### src/rtl/aicr_pkg.sv
// ----------------------------------------------------------------------------
// AABB impulse collision resolve package
// Shared widths, codes, and stage records for the collision response pipeline.
// ----------------------------------------------------------------------------
package aicr_pkg;

	localparam int unsigned COEF_W      = 15;
	localparam int unsigned DIV_STAGES  = 18;
	localparam int unsigned ONE_Q14     = 16384;
	localparam int unsigned SMALL_TANGENT = 2073;
	localparam int unsigned IN_DATA_W   = 248;
	localparam int unsigned OUT_DATA_W  = 160;

	typedef enum logic [1:0] {
		OUT_NONE     = 2'd0,
		OUT_SEPARATE = 2'd1,
		OUT_REST     = 2'd2,
		OUT_IMPULSE  = 2'd3
	} outcome_t;

	typedef enum logic [1:0] {
		REG_RESTITUTION = 2'd0,
		REG_STATIC_MU   = 2'd1,
		REG_DYNAMIC_MU  = 2'd2
	} cfg_reg_t;

	typedef struct packed {
		logic signed [31:0] ax;
		logic signed [31:0] ay;
		logic signed [31:0] bx;
		logic signed [31:0] by;
	} vel_t;

	typedef struct packed {
		logic signed [31:0] offset_x;
		logic signed [31:0] offset_y;
		logic [11:0]        a_width;
		logic [11:0]        a_height;
		logic [11:0]        b_width;
		logic [11:0]        b_height;
		vel_t               vel;
		logic [1:0]         movable_flags;
	} pair_t;

	typedef struct packed {
		vel_t               vel;
		outcome_t           outcome;
		logic signed [28:0] shift;
		logic               degen;
		logic               apply;
		logic               xaxis;
		logic               sneg;
		logic signed [49:0] qp;
		logic [48:0]        r1;
		logic [23:0]        rt2;
		logic [32:0]        art;
		logic               rtneg;
		logic               rt_small;
		logic [23:0]        sa;
		logic [24:0]        den;
	} front_t;

	typedef struct packed {
		vel_t               vel;
		outcome_t           outcome;
		logic signed [28:0] shift;
		logic               degen;
		logic               apply;
		logic               xaxis;
		logic [33:0]        qmag;
		logic               qneg;
		logic [35:0]        xmag;
		logic               xneg;
		logic               post;
	} meta_t;

endpackage

### src/rtl/aicr_front.sv
// ----------------------------------------------------------------------------
// AABB impulse collision resolve front end
// Overlap, contact axis, relative velocity, classification, first products.
// ----------------------------------------------------------------------------
module aicr_front import aicr_pkg::*; (
	input  logic              clk,
	input  logic              arst_n,
	input  logic              en,
	input  logic              in_valid,
	input  pair_t             pair,
	input  logic [COEF_W-1:0] restitution,
	output logic              out_valid,
	output front_t            front
);

	logic              v_s1, v_s2, v_s3;
	logic signed [32:0] xo_s1, yo_s1, rvx_s1, rvy_s1;
	logic [23:0]       ma_s1, mb_s1;
	logic              sx_s1, sy_s1;
	logic [1:0]        fl_s1;
	vel_t              vel_s1;

	logic              contact_s2, xaxis_s2, ylt_s2, spos_s2, rtneg_s2, small_s2;
	logic              fa_s2, fb_s2, fl0_s2;
	logic signed [32:0] rn_s2, vn_s2;
	logic [32:0]       art_s2;
	logic [23:0]       sa_s2;
	logic [24:0]       den_s2;
	logic [28:0]       yo_s2;
	vel_t              vel_s2;

	front_t            f_s3;

	logic [11:0]       hx, hy;
	logic [31:0]       abs_ox, abs_oy;
	logic signed [32:0] xo, yo;
	logic              xaxis, spos, fa, fb;
	logic signed [32:0] rn, rt, vn;
	logic [32:0]       art;
	logic              vnpos, vnslow;
	outcome_t          outcome;
	logic [15:0]       e1;
	logic [32:0]       nvn;

	always_comb begin
		hx = 12'({1'b0, pair.a_width[11:1]}) + 12'({1'b0, pair.b_width[11:1]});
		hy = 12'({1'b0, pair.a_height[11:1]}) + 12'({1'b0, pair.b_height[11:1]});
		abs_ox = pair.offset_x[31] ? (~pair.offset_x + 32'd1) : pair.offset_x;
		abs_oy = pair.offset_y[31] ? (~pair.offset_y + 32'd1) : pair.offset_y;
		xo = $signed({5'b0, hx, 16'b0}) - $signed({1'b0, abs_ox});
		yo = $signed({5'b0, hy, 16'b0}) - $signed({1'b0, abs_oy});
	end

	always_comb begin
		xaxis = xo_s1 < yo_s1;
		rn = xaxis ? rvx_s1 : rvy_s1;
		rt = xaxis ? rvy_s1 : rvx_s1;
		spos = xaxis ? sx_s1 : sy_s1;
		vn = spos ? rn : -rn;
		art = rt[32] ? 33'(-rt) : 33'(rt);
		fa = fl_s1[0] && (ma_s1 != 24'd0);
		fb = fl_s1[1] && (mb_s1 != 24'd0);
	end

	always_comb begin
		vnpos = !vn_s2[32] && (vn_s2 != 33'sd0);
		vnslow = vn_s2 > -33'sd65536;
		if (!contact_s2) begin
			outcome = OUT_NONE;
		end else if (vnpos) begin
			outcome = OUT_SEPARATE;
		end else if (vnslow && ylt_s2) begin
			outcome = OUT_REST;
		end else begin
			outcome = OUT_IMPULSE;
		end
		e1 = 16'(ONE_Q14) + 16'(restitution);
		nvn = 33'(-vn_s2);
	end

	always_ff @(posedge clk or negedge arst_n) begin
		if (!arst_n) begin
			v_s1 <= 1'b0;
			v_s2 <= 1'b0;
			v_s3 <= 1'b0;
		end else if (en) begin
			v_s1 <= in_valid;
			v_s2 <= v_s1;
			v_s3 <= v_s2;
		end
	end

	always_ff @(posedge clk) begin
		if (en) begin
			xo_s1  <= xo;
			yo_s1  <= yo;
			rvx_s1 <= 33'(pair.vel.bx) - 33'(pair.vel.ax);
			rvy_s1 <= 33'(pair.vel.by) - 33'(pair.vel.ay);
			ma_s1  <= 24'(pair.a_width) * 24'(pair.a_height);
			mb_s1  <= 24'(pair.b_width) * 24'(pair.b_height);
			sx_s1  <= !pair.offset_x[31] && (pair.offset_x != 32'sd0);
			sy_s1  <= !pair.offset_y[31] && (pair.offset_y != 32'sd0);
			fl_s1  <= pair.movable_flags;
			vel_s1 <= pair.vel;

			contact_s2 <= !xo_s1[32] && !yo_s1[32];
			xaxis_s2   <= xaxis;
			ylt_s2     <= yo_s1 < xo_s1;
			spos_s2    <= spos;
			rn_s2      <= rn;
			vn_s2      <= vn;
			art_s2     <= art;
			rtneg_s2   <= rt[32];
			small_s2   <= art < 33'(SMALL_TANGENT);
			fa_s2      <= fa;
			fb_s2      <= fb;
			fl0_s2     <= fl_s1[0];
			sa_s2      <= (fa && fb) ? mb_s1 : {23'd0, fa};
			den_s2     <= (fa && fb) ? (25'(ma_s1) + 25'(mb_s1)) : 25'd1;
			yo_s2      <= yo_s1[28:0];
			vel_s2     <= vel_s1;

			f_s3.vel      <= vel_s2;
			f_s3.outcome  <= outcome;
			f_s3.shift    <= (outcome == OUT_REST && fl0_s2) ? 29'(-$signed(yo_s2)) : 29'sd0;
			f_s3.degen    <= (outcome == OUT_IMPULSE) && !fa_s2 && !fb_s2;
			f_s3.apply    <= (outcome == OUT_IMPULSE) && (fa_s2 || fb_s2);
			f_s3.xaxis    <= xaxis_s2;
			f_s3.sneg     <= !spos_s2;
			f_s3.qp       <= 50'($signed({1'b0, e1})) * 50'(rn_s2);
			f_s3.r1       <= 49'(e1) * 49'(nvn);
			f_s3.rt2      <= 24'(art_s2[11:0]) * 24'(art_s2[11:0]);
			f_s3.art      <= art_s2;
			f_s3.rtneg    <= rtneg_s2;
			f_s3.rt_small <= small_s2;
			f_s3.sa       <= sa_s2;
			f_s3.den      <= den_s2;
		end
	end

	assign out_valid = v_s3;
	assign front = f_s3;

endmodule

### config.mk
export PLATFORM = sky130hd
export DESIGN_NAME = aicr_front
export DESIGN_NICKNAME = d
export VERILOG_FILES = /design/src/rtl/aicr_pkg.sv /design/src/rtl/aicr_front.sv
export SDC_FILE = /design/constraint.sdc
export NUM_CORES = 2
export LEC_CHECK = 0
export BUFFER_PORTS_ARGS = -buffer_cell sky130_fd_sc_hd__buf_2
export CORE_MARGIN = 10
export CORE_UTILIZATION = 50
export CTS_BUF_LIST = sky130_fd_sc_hd__clkbuf_16
export DETAILED_ROUTE_END_ITERATION = 16
export HOLD_SLACK_MARGIN = 0.03
export PLACE_DENSITY_LB_ADDON = 0.15
export RECOVER_POWER = 100
export SYNTH_ARGS = -nofsm -noshare
export SYNTH_HDL_FRONTEND = slang
export SYNTH_SLANG_ARGS = --single-unit
export TNS_END_PERCENT = 50
### constraint.sdc
create_clock -name clk -period 9.3 [get_ports clk]
set_input_delay 1.395 -clock clk [delete_from_list [all_inputs] [get_ports clk]]
set_output_delay 1.395 -clock clk [all_outputs]
set_load 0.05 [all_outputs]
# After elaboration in Yosys (flattened, before gate mapping)
# Cells that the tools add are included.
# word_totals
register_bits	999
output_inout_bits	371
# classes
mux	11
order_cmp	4
reduce_logical	26
eq_ne	2
n_addsub	14
bitwise_logic	2
n_mul	5
# ops
op	count
two-way mux 33 bit	4
negation 33 bit	3
multiplier 12 x 12 -> 24 bit	3
< comparator 33 bit	2
subtractor 28 x 32 -> 33 bit	2
subtractor 32 x 32 -> 33 bit	2
adder 32 x 1 -> 32 bit (second input constant)	2
two-way mux 32 bit	2
NOT 32 bit	2
nonzero test 32 bit	2
multiplier 17 x 33 -> 50 bit	1
multiplier 16 x 33 -> 49 bit	1
nonzero test 24 bit	2
greater-than comparator 33 x 17 -> 1 bit (second input constant)	1
< comparator 33 x 12 -> 1 bit (second input constant)	1
nonzero test 33 bit	1
negation 29 bit	1
adder 24 x 24 -> 25 bit	1
adder 11 x 11 -> 12 bit	2
adder 15 x 15 -> 16 bit (first input constant)	1
logical AND 1 bit	12
logical NOT 1 bit	8
== test 2 bit (second input constant)	2
two-way mux 2 bit	2
2 further kinds	4

# Depth between registers and ports, before layout
# logic_depth
depth_word	8
mapped_depth	34

# Worst setup path before layout
# OpenSTA, ideal clock, no wires.
# synth_timing
kind	reg2reg
startpoint	register, netlist name rn_s2[0]
endpoint	register f_s3, in the netlist front[152], data pin
arrival_time_ps	8286
path_buffers	1
path_stages_with_launch	33
setup_slack_ps	755
cell_sequence	edfxtp_1 > inv_1 > ha_1 > nand3_1 > or3_1 > or4_1 > nor3_1 > nand2b_1 > nor2_1 > xnor2_1 > clkbuf_1 > nand2_1 > fa_1 > fa_1 > inv_1 > fa_1 > inv_1 > fa_1 > fa_1 > fa_1 > inv_1 > ha_1 > o21ai_0 > o211ai_1 > a21oi_1 > nor2_1 > a2111oi_0 > o2bb2ai_1 > o2111ai_1 > a21o_1 > a21oi_1 > o21a_1 > xnor2_1
# synth_rtl
element	line	rtl
end: declaration	aicr_front.sv:32	front_t f_s3;

# Final worst setup path
# layout_timing
startpoint	register vn_s2[2]
endpoint	register f_s3, in the netlist front[152], data pin
# layout_between
elab_chain_cells	2
# layout_lines
element	line	rtl
start: declaration	aicr_front.sv:25	logic signed [32:0] rn_s2, vn_s2;
start signal: assignment	aicr_front.sv:111	vn_s2 <= vn;
negation 33 bit	aicr_front.sv:78	nvn = 33'(-vn_s2);
multiplier 16 x 33 -> 49 bit	aicr_front.sv:131	f_s3.r1 <= 49'(e1) * 49'(nvn);
# No other way between the ends.
# A chain may end at the register's enable or synchronous reset.

==> insert_results.sql <==
INSERT INTO impl_metrics (metric_group, metric, value, unit) VALUES
('run_status', 'status', 'finished, violations left', ''),
('run_status', 'violations', 'capacitance limit, slew limit', ''),
('floorplanning', 'die_w', '445', 'um'),
('floorplanning', 'core_area', '179000', 'um^2'),
('clock_tree', 'cts.reportedPaths.clkPinSlew', '0.07', 'ns'),
('final_layout', 'design.final.nets', '11000', ''),
('min_path', 'hold_path_startpoint', 'vel_s2[41]', ''),
('critical_path', 'critical_path.startpoint_type', 'register', ''),
('critical_path', 'path_max_fanout', '7', ''),
('critical_path', 'cp-startpoint', 'vn_s2[2]', ''),
('grt', 'grt_max_degree', '189', ''),
('logic_synthesis', 'ys.warnings.count', '0', ''),
('min_path', 'hold_path_end', 'front[283]', ''),
('logic_synthesis', 'netlist_area', '90200', 'um^2'),
('detailed_routing', 'avgViaCountPerCell', '5.38', ''),
('clock_tree', 'clockRootBuffer', 'sky130_fd_sc_hd__clkbuf_16', ''),
('critical_path', 'critPathSlowestCell', 'sky130_fd_sc_hd__fa_1', ''),
('placed_design', 'detailedPlacementHpwl', '190000', 'um'),
('floorplanning', 'die-area', '198000', 'um^2'),
('placed_design', 'port-buffer-count', '630', ''),
('final_layout', 'fillers', '15900', ''),
('min_path', 'min_path_type', 'register to register', ''),
('floorplanning', 'number_of_placed_i_o_pins', '632', ''),
('sta', 'crit_path_time_final', '8.99', 'ns'),
('logic_synthesis', 'synth-main-ff-cell', 'sky130_fd_sc_hd__edfxtp_1', ''),
('sta', 'fin_hold_ws', '0.403', 'ns'),
('detailed_routing', 'routedWlPerCell', '20.7', 'um'),
('critical_path', 'path_common_cell', 'sky130_fd_sc_hd__fa_1', ''),
('clock_tree', 'cts_htree_levels', '3', ''),
('critical_path', 'worst_ep_required_time', '9.76', 'ns'),
('logic_synthesis', 'netlist_instances', '8431', ''),
('critical_path', 'worst_r2r_path_depth', '28', ''),
('detailed_routing', 'number_of_search_and_repair_iterations_in_the_first_detailed_routing_pass', '6', ''),
('final_layout', 'largest_register_ff_count', '367', ''),
('logic_synthesis', 'synth_top_cells_by_area', 'sky130_fd_sc_hd__edfxtp_1 (33%), sky130_fd_sc_hd__fa_1 (26%), sky130_fd_sc_hd__ha_1 (8.7%)', ''),
('logic_synthesis', 'synthDominantCellAreaShare', '33.0', '%'),
('logic_synthesis', 'synth.ff_latch_count', '995', ''),
('detailed_routing', 'total_number_of_vias', '61500', ''),
('placed_design', 'placer_s_final_routability_congestion_estimate', '0.917', ''),
('logic_synthesis', 'synth_edf_count', '992', ''),
('final_layout', 'area_of_combinational_cells_with_multiple_inputs', '53500', 'um^2'),
('min_path', 'min_delay_path_depth', '0', ''),
('logic_synthesis', 'post_synth.cell_area_avg', '10.7', 'um^2'),
('sta', 'report.final.setup_viol', '0', ''),
('final_layout', 'seq_area', '29900', 'um^2'),
('critical_path', 'slowest_delay', '0.59', 'ns'),
('critical_path', 'reg2reg_slack', '0.31', 'ns'),
('clock_tree', 'hold_buffers', '0', ''),
('sta', 'clock_skews', '0.0612', 'ns'),
('final_layout', 'synthToLayoutAreaGrowth', '9.66', '%'),
('run', 'max_cap_violations', '15', ''),
('logic_synthesis', 'synth_async_reset_ratio', '0.302', '%'),
('sta', 'fin_crit_sh', '96.7', '%'),
('sta', 'finalHoldViolCount', '0', ''),
('sta', 'timing_worst_slew_pin_value', '4.11', 'ns'),
('final_layout', 'final_util', '55.3', '%'),
('grt', 'grt_antenna_before_repair', '28', ''),
('clock_tree', 'cts_tree', 'built', ''),
('detailed_routing', 'wl', '237000', 'um'),
('floorplanning', 'placementRows', '155', ''),
('detailed_routing', 'drt_iter0_markers', '3562', ''),
('detailed_routing', 'drc', '0', ''),
('sta', 'maxSlewViolCount', '1155', ''),
('grt', 'gr-total-overflow', '0', ''),
('sta', 'max-slew-margin-rel', '-174', '%'),
('grt', 'groute.usage.overall', '23.9', '%'),
('detailed_routing', 'antenna_violating_nets_post_route', '0', ''),
('critical_path', 'arrival', '9.45', 'ns'),
('clock_tree', 'worst_skew_pair.late_latency', '0.76', 'ns'),
('grt', 'first_global_vias', '65200', ''),
('grt', 'grt_pass1_wl', '371000', 'um');
==> timing repair <==
action / CTS / global route
buffers inserted: 0 / 0
pin swaps: 0 / 2
endpoints found under the setup margin: 4 / 9
gates cloned: 0 / 0
gates resized for setup: 1 / 15
==> how the worst max path moves through the flow <==
stage,slack [ns],to,depth (start not counted)
floorplan,0.75,front[152],32
global placement,0.23,front[152],30
detailed placement,0.03,front[152],30
CTS,0.03,front[152],30
global route,-0.02,front[152],28
finish,0.31,front[152],28
==> cell type report <==
type / instances / share of cell area, %
well taps: 2355 / 2.98
flip-flops and latches: 995 / 30.2
repair buffers: 738 / 3.38
diodes: 12 / 0.0303
multi-input cells: 5614 / 54.1
clock inverters: 92 / 0.891
inverters: 1506 / 5.71
clock buffers: 108 / 2.73
==> cells in the mapped netlist (50+ instances only) <==
master	instances
sky130_fd_sc_hd__a21o_1	91
sky130_fd_sc_hd__nand2_1	1076
sky130_fd_sc_hd__nor3_1	112
sky130_fd_sc_hd__mux2i_1	50
sky130_fd_sc_hd__o21a_1	54
sky130_fd_sc_hd__nor2b_1	50
sky130_fd_sc_hd__clkbuf_1	295
sky130_fd_sc_hd__mux2_2	65
sky130_fd_sc_hd__ha_1	627
sky130_fd_sc_hd__or3_1	60
sky130_fd_sc_hd__inv_1	1505
sky130_fd_sc_hd__and2_1	475
sky130_fd_sc_hd__nor4_1	54
sky130_fd_sc_hd__o21ai_0	149
sky130_fd_sc_hd__edfxtp_1	992
sky130_fd_sc_hd__fa_1	1157
sky130_fd_sc_hd__xnor2_1	307
sky130_fd_sc_hd__xor2_1	169
sky130_fd_sc_hd__a21oi_1	237
sky130_fd_sc_hd__nor2_1	290
sky130_fd_sc_hd__nand3_1	84
==> cells by family (layout without fill, tap and decap cells) <==
kind of cell / count (synthesis) / count (layout) / share of synthesized area (%)
buf+inv: 1824 / 2444 / 7.64
simple gates: 2406 / 2406 / 12.9
compound gates: 829 / 829 / 6.01
xor+xnor: 476 / 476 / 4.62
mux: 115 / 115 / 1.37
flops: 995 / 995 / 33.1
other cells: 2 / 16 / 0.00832
fa+ha+maj: 1784 / 1784 / 34.4
==> worst max-delay path, delay by kind of cell (launching register included) <==
kind | cells | cell delay [ns]
DFF | 1 | 0.44
AOI/OAI and AO/OA | 9 | 2.29
adders and majority gates | 7 | 3.46
xor gates and xnor gates | 2 | 0.29
buffers and inverters | 3 | 0.14
and+or+nand+nor | 7 | 2.11
==> layout by cell type (no fill, tap or decap), types with 25 or more instances in the layout <==
cell type,count
sky130_fd_sc_hd__or3_1,60
sky130_fd_sc_hd__a31oi_1,34
sky130_fd_sc_hd__o21bai_1,32
sky130_fd_sc_hd__and2_0,41
sky130_fd_sc_hd__xor2_1,169
sky130_fd_sc_hd__a211oi_1,31
sky130_fd_sc_hd__and3_1,25
sky130_fd_sc_hd__nor2_1,291
sky130_fd_sc_hd__fa_1,1157
sky130_fd_sc_hd__nor4_1,53
sky130_fd_sc_hd__nor3_1,111
sky130_fd_sc_hd__a21oi_1,236
sky130_fd_sc_hd__o21a_1,54
sky130_fd_sc_hd__inv_1,1525
sky130_fd_sc_hd__ha_1,627
sky130_fd_sc_hd__edfxtp_1,992
sky130_fd_sc_hd__xnor2_1,302
sky130_fd_sc_hd__mux2i_1,49
sky130_fd_sc_hd__clkbuf_16,108
sky130_fd_sc_hd__nand2_1,1076
sky130_fd_sc_hd__clkbuf_1,507
sky130_fd_sc_hd__o21ai_0,156
sky130_fd_sc_hd__buf_4,80
sky130_fd_sc_hd__nand2b_1,47
sky130_fd_sc_hd__mux2_2,63
sky130_fd_sc_hd__nor2b_1,51
sky130_fd_sc_hd__o31ai_1,28
sky130_fd_sc_hd__a21o_1,91
sky130_fd_sc_hd__buf_2,139
sky130_fd_sc_hd__and2_1,434
sky130_fd_sc_hd__nand3_1,84
==> per-stage QoR <==
step	setup WS (ns)	cells	instance area (um^2)	setup TNS, ns
floorplan	0.755	8433	90200	0
global placement	0.230	11200	96100	0
detailed placement	0.0337	11200	96100	0
CTS	0.0334	11400	99700	0
global route	-0.0206	11400	99000	-0.0640
finish	0.311	11400	99000	0
==> metal layers <==
layer,GRT usage [%],vias up,wire length (um)
met4,10.2,28,11200
li1,-,28300,-
met3,3.49,430,12100
met1,28.7,31000,91700
met2,42.7,1677,121000
met5,0,-,149
Power is not shown: default switching activity piles up to over one toggle a cycle in this logic, so the estimate is an artifact.
