## src/rtl/aicr_pkg.sv

```systemverilog
// ----------------------------------------------------------------------------
// AABB impulse collision resolve package
// Shared widths, codes, and stage records for the collision response pipeline.
// ----------------------------------------------------------------------------
package aicr_pkg;

	localparam int unsigned COEF_W      = 15;
	localparam int unsigned DIV_STAGES  = 18;
	localparam int unsigned ONE_Q14     = 16384;
	localparam int unsigned SMALL_TANGENT = 2073;
	localparam int unsigned IN_DATA_W   = 248;
	localparam int unsigned OUT_DATA_W  = 160;

	typedef enum logic [1:0] {
		OUT_NONE     = 2'd0,
		OUT_SEPARATE = 2'd1,
		OUT_REST     = 2'd2,
		OUT_IMPULSE  = 2'd3
	} outcome_t;

	typedef enum logic [1:0] {
		REG_RESTITUTION = 2'd0,
		REG_STATIC_MU   = 2'd1,
		REG_DYNAMIC_MU  = 2'd2
	} cfg_reg_t;

	typedef struct packed {
		logic signed [31:0] ax;
		logic signed [31:0] ay;
		logic signed [31:0] bx;
		logic signed [31:0] by;
	} vel_t;

	typedef struct packed {
		logic signed [31:0] offset_x;
		logic signed [31:0] offset_y;
		logic [11:0]        a_width;
		logic [11:0]        a_height;
		logic [11:0]        b_width;
		logic [11:0]        b_height;
		vel_t               vel;
		logic [1:0]         movable_flags;
	} pair_t;

	typedef struct packed {
		vel_t               vel;
		outcome_t           outcome;
		logic signed [28:0] shift;
		logic               degen;
		logic               apply;
		logic               xaxis;
		logic               sneg;
		logic signed [49:0] qp;
		logic [48:0]        r1;
		logic [23:0]        rt2;
		logic [32:0]        art;
		logic               rtneg;
		logic               rt_small;
		logic [23:0]        sa;
		logic [24:0]        den;
	} front_t;

	typedef struct packed {
		vel_t               vel;
		outcome_t           outcome;
		logic signed [28:0] shift;
		logic               degen;
		logic               apply;
		logic               xaxis;
		logic [33:0]        qmag;
		logic               qneg;
		logic [35:0]        xmag;
		logic               xneg;
		logic               post;
	} meta_t;

endpackage

```

## src/rtl/aicr_back.sv

```systemverilog
// ----------------------------------------------------------------------------
// AABB impulse collision resolve back end
// Splits each impulse between the boxes, adds it, and saturates the result.
// ----------------------------------------------------------------------------
module aicr_back import aicr_pkg::*; (
	input  logic               clk,
	input  logic               arst_n,
	input  logic               en,
	input  logic               in_valid,
	input  meta_t              meta,
	input  logic [35:0]        qq,
	input  logic               qq_rem,
	input  logic [35:0]        qx,
	input  logic               qx_rem,
	output logic               out_valid,
	output outcome_t           outcome,
	output vel_t               vel,
	output logic signed [28:0] a_shift_y,
	output logic               degenerate
);

	logic               v_f1, v_f2;
	meta_t              m_f1;
	logic signed [36:0] dan_f1, dbn_f1, dat_f1, dbt_f1;
	outcome_t           outcome_f2;
	vel_t               vel_f2;
	logic signed [28:0] shift_f2;
	logic               degen_f2;

	logic [35:0] an_mag, bn_mag, at_mag, bt_mag, bt_full;
	logic signed [36:0] da_x, db_x, da_y, db_y;

	function automatic logic signed [36:0] apply_sign(input logic [35:0] m, input logic neg);
		return neg ? -$signed({1'b0, m}) : $signed({1'b0, m});
	endfunction

	function automatic logic signed [31:0] add_sat(input logic signed [31:0] v,
			input logic signed [36:0] d);
		logic signed [37:0] s;
		s = 38'(v) + 38'(d);
		if (s > 38'sd2147483647) begin
			return 32'sh7fffffff;
		end else if (s < -38'sd2147483648) begin
			return 32'sh80000000;
		end
		return s[31:0];
	endfunction

	always_comb begin
		an_mag = qq;
		bn_mag = 36'(meta.qmag) - qq - 36'(qq_rem);
		bt_full = meta.xmag - qx - 36'(qx_rem);
		at_mag = meta.post ? (qx >> 32) : qx;
		bt_mag = meta.post ? (bt_full >> 32) : bt_full;
	end

	always_comb begin
		da_x = m_f1.xaxis ? dan_f1 : dat_f1;
		db_x = m_f1.xaxis ? dbn_f1 : dbt_f1;
		da_y = m_f1.xaxis ? dat_f1 : dan_f1;
		db_y = m_f1.xaxis ? dbt_f1 : dbn_f1;
	end

	always_ff @(posedge clk or negedge arst_n) begin
		if (!arst_n) begin
			v_f1 <= 1'b0;
			v_f2 <= 1'b0;
		end else if (en) begin
			v_f1 <= in_valid;
			v_f2 <= v_f1;
		end
	end

	always_ff @(posedge clk) begin
		if (en) begin
			m_f1   <= meta;
			dan_f1 <= apply_sign(an_mag, meta.qneg);
			dbn_f1 <= apply_sign(bn_mag, !meta.qneg);
			dat_f1 <= apply_sign(at_mag, meta.xneg);
			dbt_f1 <= apply_sign(bt_mag, !meta.xneg);

			outcome_f2 <= m_f1.outcome;
			shift_f2   <= m_f1.shift;
			degen_f2   <= m_f1.degen;
			if (m_f1.apply) begin
				vel_f2.ax <= add_sat(m_f1.vel.ax, da_x);
				vel_f2.ay <= add_sat(m_f1.vel.ay, da_y);
				vel_f2.bx <= add_sat(m_f1.vel.bx, db_x);
				vel_f2.by <= add_sat(m_f1.vel.by, db_y);
			end else begin
				vel_f2 <= m_f1.vel;
			end
		end
	end

	assign out_valid = v_f2;
	assign outcome = outcome_f2;
	assign vel = vel_f2;
	assign a_shift_y = shift_f2;
	assign degenerate = degen_f2;

endmodule

```

## config.mk

```make
export PLATFORM = sky130hd
export DESIGN_NAME = aicr_back
export DESIGN_NICKNAME = d
export VERILOG_FILES = /design/src/rtl/aicr_pkg.sv /design/src/rtl/aicr_back.sv
export SDC_FILE = /design/constraint.sdc
export NUM_CORES = 1
export LEC_CHECK = 0
export BUFFER_PORTS_ARGS = -buffer_cell sky130_fd_sc_hd__buf_2
export CAP_MARGIN = 20
export CORE_ASPECT_RATIO = 0.9
export CORE_MARGIN = 2
export CORE_UTILIZATION = 40
export CTS_BUF_LIST = sky130_fd_sc_hd__clkbuf_16
export DETAILED_ROUTE_END_ITERATION = 16
export PLACE_DENSITY = 0.63
export SYNTH_ARGS = -nofsm -noshare
export SYNTH_HDL_FRONTEND = slang
export SYNTH_SLANG_ARGS = --single-unit
```

## constraint.sdc

```tcl
create_clock -name clk -period 5.4 [get_ports clk]
set_input_delay 1.08 -clock clk [delete_from_list [all_inputs] [get_ports clk]]
set_output_delay 1.08 -clock clk [all_outputs]
set_load 0.005 [all_outputs]
```

Yosys cells after proc, flatten, opt, wreduce, memory -nomap -nowiden
Index checks and enable logic that the tools add are counted.
- input port bits: 313
- word-level logic and storage cells: 85
- register bits: 472
- mux-type cells: 39
- $lt $le $gt $ge: 8
- $add $sub $neg: 12
- operators with widths (kind ; number):
    $mux 32 ; 12
    $mux 36 ; 6
    $add 32x37->38 ; 4
    $gt 38x32->1 const B ; 4
    $lt 38x32->1 const B ; 4
    $mux 37 ; 4
    $neg 36->37 ; 4
    $mux 128 ; 1
    $sub 36x1->36 ; 2
    $sub 34x36->36 ; 1
    $sub 36x36->36 ; 1
    $mux 1 ; 16

Logic depth before layout (Yosys ltp)
Gate-level depths: netlist of run 1.
- depth after elaboration: 9
- gate-level depth with buffers: 19

Worst setup path after synthesis of run 1
OpenSTA, ideal clock, no wires.
- kind: input to register
- start point: in meta[0] (netlist name)
- end point: reg dat_f1[26] (data pin)
- slack: 109 ps
- stages: 17
- setup time: 276 ps
- arrival: 5016 ps
- path buffers: 7
- cells stage by stage: clkbuf_1 -> clkbuf_1 -> clkbuf_1 -> clkbuf_1 -> clkbuf_1 -> buf_1 -> buf_1 -> mux2i_1 -> ha_1 -> o21ai_0 -> o21bai_1 -> nor2_1 -> o21ai_1 -> or4_1 -> o21ai_0 -> mux2i_1 -> nor2_1
- cells in the longest elaborated chain, start to end: 3
- ends and longest elaborated chain (what ; RTL line ; text):
    start: declaration ; aicr_back.sv:10 ; input meta_t meta,
    $mux 36 * ; aicr_back.sv:53 ; at_mag = meta.post ? (qx >> 32) : qx;
    $neg 36->37 ; aicr_back.sv:34 ; return neg ? -$signed({1'b0, m}) : $signed({1'b0, m});
    $mux 36 * ; aicr_back.sv:34 ;
    end signal: assignment ; aicr_back.sv:79 ; dat_f1 <= apply_sign(at_mag, meta.xneg);
    end: declaration ; aicr_back.sv:24 ; logic signed [36:0] dan_f1, dbn_f1, dat_f1, dbt_f1;
Every way passes the cells marked *; elsewhere a longest branch is shown, timed or not.
A chain may end at the register's enable or synchronous reset.

Final worst setup path of run 1
- start point: in qq[0]
- end point: reg dbn_f1[29] (data pin)
- cells in the longest elaborated chain, start to end: 4
- ends and longest elaborated chain (what ; RTL line ; text):
    start: declaration ; aicr_back.sv:11 ; input logic [35:0] qq,
    $sub 34x36->36 * ; aicr_back.sv:51 ; bn_mag = 36'(meta.qmag) - qq - 36'(qq_rem);
    $sub 36x1->36 * ; aicr_back.sv:51 ;
    $neg 36->37 ; aicr_back.sv:34 ;
    $mux 36 * ; aicr_back.sv:34 ;
    end signal: assignment ; aicr_back.sv:78 ; dbn_f1 <= apply_sign(bn_mag, !meta.qneg);
    end: declaration ; aicr_back.sv:24 ;
Marked as above.

==> results of run 1 <==
-- per-layer routing --
metal | track usage (%) | vias up | wire, um
li1 | - | 15100 | -
met1 | 37.7 | 15000 | 56500
met2 | 35.2 | 1289 | 49400
met3 | 3.92 | 130 | 10500
met4 | 5.39 | 24 | 2450
met5 | 0 | - | 152
-- synth_stat cells, drive strengths merged (21+ instances only) --
library cell    n  area share (%)
and3           35            0.60
o22ai          68             1.2
xnor2         175             4.2
xor2           91             2.2
a31oi          49            0.85
mux2          157             4.9
nor2          278             2.9
nand4          55            0.95
clkbuf        163             1.7
nand3          73             1.0
ha            288             9.9
or3            39            0.69
o211ai         59             1.2
a21oi         266             3.7
o221ai         39            0.94
edfxtp        470              39
inv           320             3.3
o21ai         226             3.1
nor2b          40            0.69
o21a           30            0.62
nor3           66            0.91
o21bai         24            0.50
nand2         222             2.3
mux2i          34            0.94
a21o          104             2.2
o31ai          31            0.64
and2           31            0.53
nand2b         21            0.36
a211oi         45            0.95
-- power by group through the flow --
stage               Combinational, mW  Clock [mW]  Sequential, mW
floorplan                        4.27           0            4.96
global placement                 6.32           0            5.09
detailed placement               6.33           0            5.09
CTS                              6.37        3.78            5.02
global route                     7.06        3.91            5.06
finish                           6.47        3.69            5.02
-- area by class of cell --
cell class / instances / area share (%)
tap: 1166 / 3.46
clock inverter: 45 / 1.05
inverter: 320 / 2.85
antenna: 8 / 0.0474
multi-input combinational: 2825 / 48.0
timing repair buffer: 587 / 7.90
sequential: 472 / 33.6
clock buffer: 53 / 3.14
-- registers in the layout (all words and copies together) (netlist names) --
signal / flops
vel: 128
dbn_f1: 37
dbt_f1: 37
dan_f1: 37
outcome: 2
out_valid: 1
v_f1: 1
dat_f1: 37
degenerate: 1
m_f1: 162
a_shift_y: 29
-- worst max-delay path: stages --
cell and delay (ns):
buf_2 0.11, inv_1 0.09, fa_1 0.42, buf_4 0.18, inv_1 0.07, ha_1 0.17, nor2_1 0.06, fa_1 0.41
and2_1 0.20, o211ai_1 0.30, a31oi_1 0.24, o21ai_1 0.35, mux2i_1 0.30, nor4b_1 0.47, nand4b_1 0.24, nor3b_1 0.32
buf_4 0.18, a21oi_1 0.07, xor2_1 0.18
-- logic make-up after synthesis --
kind of cell	Yosys count
compound gates	1104
simple gates	968
buf+inv	501
flops	472
fa+ha+maj	296
xor+xnor	266
mux	191
-- worst min-delay path by stage --
| stage | to | slack [ns] | start |
|---|---|---|---|
| 2_1_floorplan | a_shift_y[0]$_DFFE_PP_ | 0.40 | m_f1[76]$_DFFE_PP_ |
| 3_5_place_dp | a_shift_y[11]$_DFFE_PP_ | 0.40 | m_f1[87]$_DFFE_PP_ |
| 6_report | out_valid$_DFFE_PN0P_ | 0.24 | arst_n |
| 3_3_place_gp | a_shift_y[5]$_DFFE_PP_ | 0.40 | m_f1[81]$_DFFE_PP_ |
| 4_1_cts | v_f1$_DFFE_PN0P_ | 0.21 | arst_n |
| 5_1_grt | out_valid$_DFFE_PN0P_ | 0.22 | arst_n |
==> flow_summary_export.csv, run 1 <==
group,metric,value,unit
power_and_ir_drop,power.density,359,mW/mm^2
cells_and_area,multiInputGateArea,0.0203,mm^2
synth,synth_top_family_by_area,"compound AO/OA/AOI/OAI gates",
timing,setup_viol,0,
route,wl_per_cell,21.7,um
status,run_status,"complete, no violations",
cells_and_area,fin_cells,5476,
synth,mappedNetlistArea,0.0363,mm^2
placed_design,place_area,0.0404,mm^2
grt,grt_pass1_vias,28200,
setup_path,endpoint,"dbn_f1[29]$_DFFE_PP_",
power_and_ir_drop,pwr-share-comb,42.6,%
cells_and_area,layout_common_cells,"472 x buf_2, 470 x edfxtp_1, 328 x inv_1, 288 x ha_1, 278 x nor2_1",
power_and_ir_drop,switching_share,37.2,%
cells_and_area,drive_gt1_share,20.3,%
power_and_ir_drop,p_total,15.2,mW
clock_network,postCtsHoldBufs,0,
min_path,hp-class,"primary input to asynchronous set/reset pin",
floorplanning,core_region_area,0.0897,mm^2
synth,ys_types,84,
clock_network,numClockSinks,472,
grt,grt_use_total,24.4,%
timing,holdWs,0.244,ns
placed_design,gp_congestion,0.960,
timing,slew_violations,0,
setup_path,crit_fanout,4,
placed_design,io_buffers,473,
route,drc,0,
clock_network,clock_latency,0.62,ns
floorplanning,rows,104,
floorplanning,die_y,290,um
power_and_ir_drop,intPower,9.54,mW
synth,syn_avg_cell_area,9.55,um^2
floorplanning,initial_core_util,40.5,%
clock_network,cts_tree,"yes",
synth,synthCells,3798,
timing,fin_skew,0.0258,ns
placed_design,dp_cells,5370,
synth,synth_warnings,0,
timing,fmax,196,MHz
timing,final.min_clock_period,5.10,ns
cells_and_area,final_area,0.0422,mm^2
synth,ys_ff_latch,472,
clock_network,cts-resized-gates,0,
power_and_ir_drop,power_frac_seq,33.1,%
placed_design,hpwl,95700,um
synth,async_flop_share,0.424,%
setup_path,worstSetupPathType,"primary input to flip-flop",
setup_path,rrSetupSlack,0.31,ns
cells_and_area,fillCellCount,8463,
floorplanning,die_area,0.0931,mm^2
clock_network,cts_max_level,2,
grt,grt_pass1_wl,173000,um
synth,synth-compound-area-share,19.9,%
route,via_per_inst,5.75,
grt,antenna_found_initial,28,
setup_path,ff2ff_path_depth,16,
cells_and_area,layout_commonest_cell,"buf_2",
synth,yosys.area_share.xor_xnor,6.42,%
timing,setup_slack,0.302,ns
cells_and_area,register_area,0.0142,mm^2
power_and_ir_drop,power.switching,5.64,mW
route,postRouteAntennaNets,0,
synth,muxShareOfSynthArea,5.81,%
clock_network,clk_path_buf_depth,3,
synth,synth.yosys.seq_area_share,39.0,%
cells_and_area,nNetsFinal,4867,
floorplanning,die_w,321,um
timing,tns,0,ns
setup_path,r2r_start,"m_f1[73]$_DFFE_PP_",
grt,grt_max_degree,140,
setup_path,crit_path_start_kind,"primary input",
setup_path,critical_path.startpoint,"qq[0]",
floorplanning,ios,474,
timing,slew_headroom,38.5,%
synth,synth_edf_count,470,
setup_path,worstPathArrival,5.44,ns
clock_network,post_cts_buffers,0,
setup_path,end_kind,"flip-flop",
clock_network,root_buffer,"clkbuf_16",
timing,tightest_slew,0.923,ns
timing,hold_viol,0,
setup_path,cp.required,5.74,ns
power_and_ir_drop,pwr-share-clk,24.3,%
grt,grt.overflow.total,0,
power_and_ir_drop,p_leak,17.6,nW
clock_network,numCtsBuffers,52,
job,maxCapViolCount,0,
synth,syn_nets,4407,
timing,timing.final.crit_share,94.4,%
power_and_ir_drop,ir_drop,0.235,mV
cells_and_area,final_util,47.1,%
placed_design,dpl_worst_slack,-0.212,ns
clock_network,path_clk_slew,0.07,ns
route,firstDrtPassIters,7,
route,via_count,31500,
cells_and_area,area_growth,16.4,%
route,routed_wirelength,119000,um
synth,synth_flop_cell,"edfxtp_1",
route,drt_iter0_drc,3381,
setup_path,reg2reg_to,"vel[71]$_DFFE_PP_",
timing,rsz0062_at_grt,"false",
synth,yosys.area_share.simple,13.2,%
synth,synth_fa_ha_area_share,10.4,%
(Power assumes the default switching activity.)
==> inputs of run 2 (changes only) <==
- PLACE_DENSITY: 0.63 -> unset
==> run 2 against run 1 <==
  * Register-to-register slack improved by 0.04 ns
  * Sequential share of layout area is 0.087 points lower
  * Routed wire length decreased by 0.58%
  * First-iteration DRC count is 12% lower
  * Critical path type is now flip-flop to flip-flop
  * Largest cell class unchanged
==> flow_summary_export.csv, run 2 (synthesis gave the netlist of run 1 again) <==
group,metric,value,unit
setup_path,crit_path_start_kind,"flip-flop",
power_and_ir_drop,power_frac_seq,33.0,%
cells_and_area,layout_common_cells,"472 x buf_2, 470 x edfxtp_1, 328 x inv_1, 288 x ha_1, 278 x nor2_1",
floorplanning,die_area,0.0931,mm^2
placed_design,place_area,0.0405,mm^2
grt,grt_pass1_vias,28500,
timing,slew_headroom,46.4,%
clock_network,numClockSinks,472,
timing,fmax,198,MHz
setup_path,worstPathArrival,5.38,ns
setup_path,reg2reg_to,"vel[20]$_DFFE_PP_",
placed_design,hpwl,95500,um
cells_and_area,fin_cells,5486,
cells_and_area,largest_register_ffs,162,
setup_path,critical_path.startpoint,"m_f1[73]$_DFFE_PP_",
grt,grt_max_degree,137,
power_and_ir_drop,power.density,359,mW/mm^2
clock_network,cts_max_level,2,
min_path,hp-class,"primary input to asynchronous set/reset pin",
route,postRouteAntennaNets,0,
timing,tightest_slew,0.804,ns
power_and_ir_drop,switching_share,37.2,%
cells_and_area,drive_gt1_share,20.4,%
route,via_count,31200,
route,drt_iter0_drc,2980,
floorplanning,initial_core_util,40.5,%
timing,fin_skew,0.0257,ns
grt,grt-busiest-layer,"met1",
route,routed_wirelength,118000,um
placed_design,io_buffers,473,
placed_design,dp_cells,5369,
placed_design,dpl_worst_slack,-0.0625,ns
grt,use_met2,35.4,%
job,maxCapViolCount,0,
grt,use_met1,37.9,%
clock_network,numCtsBuffers,56,
cells_and_area,multiInputGateArea,0.0203,mm^2
timing,setup_viol,0,
placed_design,gp_congestion,0.956,
timing,final.min_clock_period,5.05,ns
setup_path,crit_fanout,30,
cells_and_area,fillCellCount,8590,
power_and_ir_drop,intPower,9.55,mW
power_and_ir_drop,pwr-share-comb,42.3,%
power_and_ir_drop,pwr-share-clk,24.7,%
timing,holdWs,0.233,ns
route,drc,0,
power_and_ir_drop,ir_drop,0.238,mV
clock_network,cts_tree,"yes",
floorplanning,die_w,321,um
setup_path,end_kind,"flip-flop",
setup_path,endpoint,"vel[20]$_DFFE_PP_",
grt,met3_usage,4.04,%
cells_and_area,final_area,0.0423,mm^2
status,run_status,"complete, no violations",
timing,hold_viol,0,
timing,setup_slack,0.346,ns
cells_and_area,largest_register,"m_f1",
cells_and_area,register_area,0.0142,mm^2
setup_path,worstSetupPathType,"flip-flop to flip-flop",
timing,rsz0062_at_grt,"false",
setup_path,rrSetupSlack,0.35,ns
setup_path,r2r_start,"m_f1[73]$_DFFE_PP_",
timing,slew_violations,0,
route,firstDrtPassIters,5,
floorplanning,die_y,290,um
floorplanning,core_region_area,0.0897,mm^2
setup_path,cp.required,5.72,ns
clock_network,path_clk_slew,0.06,ns
clock_network,clock_latency,0.63,ns
floorplanning,ios,474,
route,wl_per_cell,21.6,um
floorplanning,rows,104,
setup_path,ff2ff_path_depth,13,
power_and_ir_drop,p_leak,17.6,nW
cells_and_area,layout_commonest_cell,"buf_2",
grt,grt.overflow.total,0,
route,via_per_inst,5.70,
cells_and_area,area_growth,16.7,%
cells_and_area,nNetsFinal,4870,
power_and_ir_drop,power.switching,5.65,mW
grt,grt_pass1_wl,174000,um
timing,timing.final.crit_share,93.6,%
cells_and_area,final_util,47.2,%
grt,grt_use_total,24.4,%
clock_network,root_buffer,"clkbuf_16",
grt,antenna_found_initial,31,
clock_network,clk_path_buf_depth,3,
-- run 2: stage by stage --
stage               power (mW)  setup TNS (ns)
floorplan                 9.23               0
global placement          11.4               0
detailed placement        11.4         -0.0862
CTS                       15.2               0
global route              16.1               0
finish                    15.2               0
-- run 2: worst min path at each step --
stage	to	slack (ns)	cells past startpoint
floorplan	a_shift_y[0]$_DFFE_PP_	0.40	0
global placement	a_shift_y[10]$_DFFE_PP_	0.40	0
detailed placement	a_shift_y[28]$_DFFE_PP_	0.40	0
CTS	v_f1$_DFFE_PN0P_	0.19	1
global route	v_f1$_DFFE_PN0P_	0.20	1
finish	out_valid$_DFFE_PN0P_	0.23	1
-- run 2: metal layers --
layer	vias to the layer above	share of wire, %
met4	34	1.8
li1	15100	-
met5	-	0.17
met1	14800	48
met3	140	8.6
met2	1101	41
-- run 2: power by group through the flow --
| stage | registers, mW | logic [mW] | clock network, mW |
|---|---|---|---|
| 5_1_grt | 5.06 | 7.07 | 3.98 |
| 6_report | 5.01 | 6.44 | 3.75 |
| 3_3_place_gp | 5.08 | 6.31 | 0 |
| 3_5_place_dp | 5.08 | 6.32 | 0 |
| 4_1_cts | 5.01 | 6.36 | 3.85 |
| 2_1_floorplan | 4.96 | 4.27 | 0 |
-- run 2: final cells by class --
type	count	area share [%]
inverter	320	2.84
tap	1166	3.45
sequential	472	33.5
antenna	11	0.0650
timing repair buffer	586	7.95
clock inverter	49	0.981
multi-input combinational	2825	47.9
clock buffer	57	3.37
-- run 2: worst max-delay path: stages (launching register included) --
cell,delay (ns)
edfxtp_1,0.44
buf_4,0.25
mux2_2,0.45
fa_1,0.48
a211oi_1,0.37
o211ai_1,0.22
a31oi_1,0.39
o31ai_1,0.20
o21ai_0,0.43
o21bai_1,0.25
o311a_1,0.47
o31ai_4,0.23
buf_4,0.34
o221ai_1,0.22
-- run 2: repair_timing --
action,4_1_cts,5_1_grt
buffers inserted,0,0
setup endpoints to repair,0,1
gates resized for setup,0,1
hold buffers,0,0
